File: src/design/hqs_pkg.sv
// Shared types and constants for the hybrid quicksort unit.
package hqs_pkg;

    localparam int unsigned VALUE_W = 32;

    typedef logic signed [VALUE_W-1:0] t_value;

    typedef enum logic [0:0] {
        ST_LOAD,
        ST_EMIT
    } t_state;

    // per-cycle command broadcast to every cell of the chain
    typedef struct packed {
        logic insert;
        logic shift;
    } t_cell_cmd;

endpackage

File: src/design/hqs_cell.sv
// One sorting cell: holds one value, inserts in order or shifts toward the head.
module hqs_cell (
    input  logic              i_clk,
    input  logic              i_rst_n,
    input  hqs_pkg::t_cell_cmd i_cmd,
    input  hqs_pkg::t_value   i_new_value,
    input  hqs_pkg::t_value   i_prev_value,
    input  logic              i_prev_valid,
    input  logic              i_prev_gt,
    input  hqs_pkg::t_value   i_next_value,
    input  logic              i_next_valid,
    output hqs_pkg::t_value   o_value,
    output logic              o_valid,
    output logic              o_gt
);
    import hqs_pkg::*;

    t_value r_value;
    t_value n_value;
    logic   r_valid;
    logic   n_valid;

    // empty cell or strictly larger value: new value goes at or before here
    assign o_gt = !r_valid || (i_new_value < r_value);

    always_comb begin
        n_value = r_value;
        n_valid = r_valid;
        if (i_cmd.insert && o_gt) begin
            if (i_prev_gt) begin
                n_value = i_prev_value;
                n_valid = i_prev_valid;
            end else begin
                n_value = i_new_value;
                n_valid = 1'b1;
            end
        end else if (i_cmd.shift) begin
            n_value = i_next_value;
            n_valid = i_next_valid;
        end
    end

    always_ff @(posedge i_clk) begin
        if (!i_rst_n) begin
            r_valid <= 1'b0;
        end else begin
            r_valid <= n_valid;
        end
        r_value <= n_value;
    end

    assign o_value = r_value;
    assign o_valid = r_valid;

endmodule

File: config.mk
export PLATFORM = sky130hd
export DESIGN_NAME = hqs_cell
export DESIGN_NICKNAME = d
export VERILOG_FILES = /design/src/design/hqs_pkg.sv /design/src/design/hqs_cell.sv
export SDC_FILE = /design/constraint.sdc
export NUM_CORES = 1
export LEC_CHECK = 0
export BUFFER_PORTS_ARGS = -buffer_cell sky130_fd_sc_hd__buf_2
export CORE_MARGIN = 4
export CORE_UTILIZATION = 50
export CTS_CLUSTER_SIZE = 24
export DETAILED_ROUTE_END_ITERATION = 8
export PLACE_DENSITY = 0.95
export SLEW_MARGIN = 20
export SYNTH_ARGS = -nofsm -noshare
export SYNTH_HDL_FRONTEND = slang
export SYNTH_SLANG_ARGS = --single-unit
File: constraint.sdc
create_clock -name i_clk -period 4.4 [get_ports i_clk]
set_input_delay 0.44 -clock i_clk [delete_from_list [all_inputs] [get_ports i_clk]]
set_output_delay 0.44 -clock i_clk [all_outputs]
set_load 0.05 [all_outputs]
==> key figures, run 1 <==
Logic synthesis
  – Compound-Gate Fraction of Synth Area: 0.0805
  – Mapped Cells: 230
  – Synthesized area per cell: 12.2 sq um
  – Xor-xnor portion of the synthesized cell area: 0
  – Sequential area share after synthesis: 0.349
  – Yosys cell types: 34
  – YS warnings: 0
  – Simple-gate share of the synthesized area: 0.0565
  – Post-synthesis net count: 364
  – Mux cell area share after synthesis: 0.297
  – Post-Syn Area: 2810 sq um
  – Largest family of logic cells by synthesized area: multiplexers
  – Count of state elements after synthesis: 33
  – Adder-Cell Fraction of Synth Area: 0.138

STA
  – Post-route clock skew: 0.00927 ns
  – Final Max Tran Viols: 0
  – Tmin final: 3.29 ns
  – Rel. slew slack: 0.473
  – Peak Freq: 0.304 GHz
  – RSZ-0062 raised after global routing: no
  – Measured slew at the worst slew-check pin: 0.790 ns
  – Final setup viols: 0
  – Period Utilization, post-route: 0.747
  – Hold WS: 0.373 ns
  – Final hold viol count: 0
  – TNS Setup: 0 ns

Final layout
  – Most frequent cells in the layout: buf_2, mux2_2, inv_1, edfxtp_1, ha_1
  – Layout net count: 501
  – Reg area: 981 sq um
  – Post-layout util: 0.659
  – Ant diodes: 0
  – Most common cell after layout, fill and taps aside: buf_2
  – Area of the multi-input gates: 1610 sq um
  – P&R area growth vs syn: 28.1%
  – Layout cells sized above 1: 0.590
  – Fillers: 443

Critical path
  – CP Launch Type: flop
  – Stages on worst setup path: 9
  – FF-to-FF path depth: 9
  – WP data arrival: 3.32 ns
  – Reg2Reg Capture Point: o_value[0]
  – CP Launch Point: o_value[19]
  – CP peak stage delay: 0.51 ns
  – Critical path required time: 4.43 ns
  – Cell family with the largest share of critical-path delay: compound AO/OA/AOI/OAI gates
  – CP max FO: 22
  – Reg2reg start: o_value[19]
  – Setup slack, reg-to-reg: 1.11 ns
  – CP max stage cell: o221ai_4
  – Setup crit end: o_value[0]
  – Ordered list of cells on the worst path: inv_1, ha_1, a21oi_1, o21ai_0, a221oi_2, nand4_1, o221ai_4, buf_4, mux2_2
  – Crit Path Category: reg -> reg
  – CP bufs+invs: 2
  – Endpoint type of the worst setup path: flop

Power
  – Comb pwr share: 0.527
  – P_sw: 0.000697 W
  – Clock group share of total power: 0.170
  – P_int: 0.000932 W
  – Sequential share of power: 0.303
  – Worst VDD drop: 0.259 mV
  – Sw Ratio: 0.428
  – PD cells: 452 nW/um^2
  – Pleak: 1.86 nW

GRT
  – Gr busiest metal: met2
  – Grt met3 use: 0.0645
  – Vias in the first global route: 2,469
  – Initial antenna violation count: 0
  – Met1 Use GR: 0.221
  – Total grt overflow: 0
  – First-pass GRT wire length: 11,400 microns
  – Total track usage: 0.206
  – Largest net degree at the start of global routing: 34
  – Met2 Use GR: 0.387

Job
  – Number of max-cap violations: 0

Die
  – Die W: 83.0 microns
  – Placement Rows: 27
  – Die Ht: 83.0 microns
  – Core ar.: 5470 sq um
  – Die area: 6890 sq um
  – # IOs: 137
  – Initial Util: 0.514

Clocking
  – Insertion delay to the later sink of the worst-skew pair: 0.28 ns
  – Post-cts sizing count: 0
  – Postcts setup bufs: 0
  – Clk buf depth: 2
  – CTS Buf Count: 5
  – Worst-path clk slew: 0.07 ns
  – CTS HTree Levels: 2
  – CTS sink count: 33
  – Hold Buf Count CTS: 0
  – CTS tree: done
  – Root buffer cell: clkbuf_8

Drt
  – Antenna-violating nets left: 0
  – DR WL/cell: 16.1 microns
  – DR iter-0 viols: 90
  – DR vias/cell: 5.19
  – Drt first pass iters: 4
  – DR vias: 2,283
  – Remaining DRCs: 0
  – Final wirelength: 7100 microns

Placed design
  – Final HPWL DP: 5870 microns
  – Port buffer count: 136
  – Routability cong.: 0.903

Run status
  – Outcome: completed

Worst hold path
  – Hold Path Class: in -> reg
## cell families after synthesis
kind of cell,count (synthesis)
muxes,65
buffers and inverters,42
DFF,33
adders and majority gates,31
AOI/OAI and AO/OA,30
and+or+nand+nor,29
## routing by layer
layer  vias up  wire [microns]  share of wire
met5         -               0              0
met4         0             135          0.019
met3        12             612          0.086
met2       103            3700           0.52
met1      1047            2650           0.37
li1       1121               -              -
## power by group through the flow
stage | logic, W | clock network, W | registers [W]
after global routing | 0.000932 | 0.000295 | 0.000504
after global placement | 0.000831 | 0 | 0.000498
after CTS | 0.000866 | 0.000281 | 0.000495
final | 0.000859 | 0.000277 | 0.000494
after floorplan | 0.000416 | 0 | 0.000767
after detailed placement | 0.000861 | 0 | 0.000501
## synth_stat cells
library cell   number  area, sq um
dfxtp_1             1         20.0
a22oi_1             1         7.51
a2111o_1            1         11.3
a221oi_1            1         8.76
or2_2               2         12.5
o211ai_1            1         7.51
ha_1               31          388
nand2_1            11         41.3
inv_1              35          131
nor4_1              1         6.26
buf_12              3         60.1
a211o_2             1         10.0
o221ai_4            1         26.3
nor4_2              1         12.5
a221oi_2            2         30.0
dlygate4sd1_1       1         8.76
nand2b_4            1         13.8
nor2b_1             1         6.26
mux2i_1             1         10.0
or2b_2              1         8.76
nand4_1             5         31.3
mux2_4             28          420
o21ai_0             6         30.0
a21oi_2             1         8.76
edfxtp_1           32          961
nand3_1             3         15.0
mux2_2             36          405
a21oi_1            12         60.1
a32oi_1             1         8.76
o211a_1             1         10.0
clkbuf_1            1         3.75
nor2_1              3         11.3
a21o_1              1         7.51
dlygate4sd3_1       2         20.0
## worst min-delay path, delay by kind of cell
family,cells,cell delay (ns)
buffers and inverters,2,0.14
AOI/OAI and AO/OA,1,0.03
## layout make-up
cell class                      count  area share
Sequential cell                    33       0.272
Timing Repair Buffer              137       0.191
Clock inverter                      2     0.00937
Tap cell                           72      0.0250
Clock buffer                        6      0.0201
Multi-Input combinational cell    155       0.446
Inverter                           35      0.0364
## flip-flops by register name, summed over array words and instances, names as in the netlist
name,count
o_valid,1
o_value,32
## worst min path at each step
stage	startpoint	cells past startpoint	end
after global routing	i_rst_n	3	o_valid
after detailed placement	i_rst_n	3	o_valid
after global placement	i_rst_n	3	o_valid
after floorplan	i_rst_n	2	o_valid
final	i_rst_n	3	o_valid
after CTS	i_rst_n	3	o_valid
## metrics by stage
stage	cells	power, W	instance area, sq um	setup slack (ns)
global placement	432	0.00133	3500	1.09
detailed placement	432	0.00136	3500	0.953
floorplan	230	0.00118	2810	1.26
CTS	440	0.00164	3610	1.10
global route	440	0.00173	3610	0.832
finish	440	0.00163	3610	1.11
No activity file was read; power rests on OpenSTA's default activity.
==> inputs of run 2 (changes only) <==
--- a/config.mk
+++ b/config.mk
@@ -7,10 +7,10 @@
 export LEC_CHECK = 0
 export BUFFER_PORTS_ARGS = -buffer_cell sky130_fd_sc_hd__buf_2
 export CORE_MARGIN = 4
-export CORE_UTILIZATION = 50
+export CORE_UTILIZATION = 47
 export CTS_CLUSTER_SIZE = 24
 export DETAILED_ROUTE_END_ITERATION = 8
-export PLACE_DENSITY = 0.95
+export PLACE_DENSITY = 0.91
 export SLEW_MARGIN = 20
 export SYNTH_ARGS = -nofsm -noshare
 export SYNTH_HDL_FRONTEND = slang
==> constraint.sdc (replaced) <==
create_clock -name i_clk -period 3.1 [get_ports i_clk]
set_input_delay 0.31 -clock i_clk [delete_from_list [all_inputs] [get_ports i_clk]]
set_output_delay 0.31 -clock i_clk [all_outputs]
set_load 0.05 [all_outputs]
==> run 2 against run 1 <==
Non-clock buffer count up 1. Worst setup slack worse by 0.78 ns. First-iteration DRC count is 54% lower. Cell count up 0.23%. Via count fell by 0.22%. Hold slack lost 0.10 ns. Maximum frequency is 19% higher. Routed wire length decreased by 0.75%. Combinational power is 43% higher. Count of clock-buffer cells in the layout rose by 1.
==> key figures, run 2 (synthesis gave the netlist of run 1 again) <==
Critical path
  – Reg2Reg Capture Point: o_value[2]
  – CP Launch Point: o_value[31]
  – WP data arrival: 2.80 ns
  – Endpoint type of the worst setup path: flop
  – FF-to-FF path depth: 9
  – CP max FO: 24
  – CP Launch Type: flop
  – Crit Path Category: reg -> reg
  – Setup slack, reg-to-reg: 0.33 ns
  – Critical path required time: 3.13 ns
  – Reg2reg start: o_value[31]

Clocking
  – Root buffer cell: clkbuf_8
  – CTS tree: done
  – Worst-path clk slew: 0.07 ns
  – Hold Buf Count CTS: 0
  – CTS HTree Levels: 2
  – CTS sink count: 33
  – Postcts setup bufs: 0
  – Clk buf depth: 2
  – Post-cts sizing count: 0
  – CTS Buf Count: 5
  – Insertion delay to the later sink of the worst-skew pair: 0.28 ns

STA
  – Final Max Tran Viols: 0
  – Peak Freq: 0.361 GHz
  – Tmin final: 2.77 ns
  – TNS Setup: 0 ns
  – Post-route clock skew: 0.00538 ns
  – Final setup viols: 0
  – Rel. slew slack: 0.454
  – Final hold viol count: 0
  – Period Utilization, post-route: 0.893
  – RSZ-0062 raised after global routing: no
  – Measured slew at the worst slew-check pin: 0.818 ns

Power
  – Worst VDD drop: 0.296 mV
  – Clock group share of total power: 0.178
  – Tot Pwr: 0.00235 W
  – Comb pwr share: 0.524
  – P_sw: 0.000993 W
  – Sw Ratio: 0.422
  – P_int: 0.00136 W
  – Pleak: 1.87 nW
  – PD cells: 647 nW/um^2
  – Sequential share of power: 0.298

Final layout
  – Layout net count: 502
  – P&R area growth vs syn: 29.3%
  – Max reg flops: 32
  – Most common cell after layout, fill and taps aside: buf_2
  – Non-Filler Cell Area, Final: 3640 sq um
  – Ant diodes: 0
  – Layout cells sized above 1: 0.593
  – Fillers: 460
  – Most frequent cells in the layout: buf_2, mux2_2, inv_1, edfxtp_1, ha_1

Die
  – Core ar.: 5640 sq um
  – Die area: 7290 sq um
  – Die W: 85.4 microns
  – Placement Rows: 27
  – Die Ht: 85.4 microns
  – Initial Util: 0.499
  – # IOs: 137

Job
  – Number of max-cap violations: 0

Drt
  – Drt first pass iters: 4
  – DR vias/cell: 5.17
  – Antenna-violating nets left: 0
  – Final wirelength: 7040 microns
  – DR WL/cell: 16.0 microns
  – DR vias: 2,278
  – DR iter-0 viols: 41
  – Remaining DRCs: 0

Worst hold path
  – HP Start: i_rst_n
  – Hold Path End: o_valid
  – Hold depth: 3
  – Hold Path Class: in -> reg

GRT
  – Initial antenna violation count: 0
  – First-pass GRT wire length: 11,100 microns
  – Largest net degree at the start of global routing: 34
  – Total track usage: 0.191
  – Vias in the first global route: 2,445
  – Total grt overflow: 0

Placed design
  – Area after DPL: 3520 sq um
  – Port buffer count: 136
  – Final HPWL DP: 5840 microns
  – Routability cong.: 0.888

Run status
  – Outcome: completed
==> run 2: cell types whose count changed in the layout (fill, tap and decap cells not counted) <==
cell / delta
buf_12: +1
clkbuf_8: +1
clkinv_1: -1
or2_2: -1
or2_4: +1
==> run 2: cell type report <==
type                            instances  area (sq um)  share of cell area
Clock inverter                          1          30.0             0.00825
Clock buffer                            7          86.3              0.0237
Multi-Input combinational cell        155          1610               0.443
Sequential cell                        33           981               0.270
Timing Repair Buffer                  138           708               0.195
Tap cell                               72          90.1              0.0248
Inverter                               35           131              0.0361
==> run 2: how the worst max path moves through the flow <==
stage | endpoint | slack [ns]
floorplan | o_value[0] | 0.14
global placement | o_value[16] | 0.40
detailed placement | o_value[1] | 0.34
CTS | o_value[1] | 0.35
global route | o_value[2] | 0.18
finish | o_value[2] | 0.33
==> run 2: critical path: stages, from the launching register on <==
cell and delay, ns:
edfxtp_1 0.37, inv_1 0.05, ha_1 0.39, nand4_1 0.18, nor4_2 0.30, a221oi_2 0.15
a211o_2 0.36, o221ai_4 0.09, buf_12 0.25, mux2_2 0.36
==> run 2: per-layer routing <==
layer | track usage | share of wire
met5 | 0 | 0
met4 | 0.0705 | 0.018
met3 | 0.0485 | 0.090
met2 | 0.343 | 0.50
met1 | 0.216 | 0.40
==> run 2: stage by stage <==
step,hold slack (ns),instances,setup WS (ns),util
2_1_floorplan,0.436,230,0.140,-
4_1_cts,0.262,441,0.350,0.645
6_report,0.272,441,0.332,0.645
3_5_place_dp,0.555,433,0.339,0.624
3_3_place_gp,0.569,433,0.398,0.624
5_1_grt,0.263,441,0.179,0.645
==> run 2: power groups by stage <==
stage                     sequential, W  clock (W)  combinational [W]
after global placement         0.000703          0            0.00120
after global routing           0.000715   0.000451            0.00133
after detailed placement       0.000710          0            0.00124
final                          0.000700   0.000419            0.00123
after floorplan                 0.00109          0           0.000592
after CTS                      0.000701   0.000431            0.00124
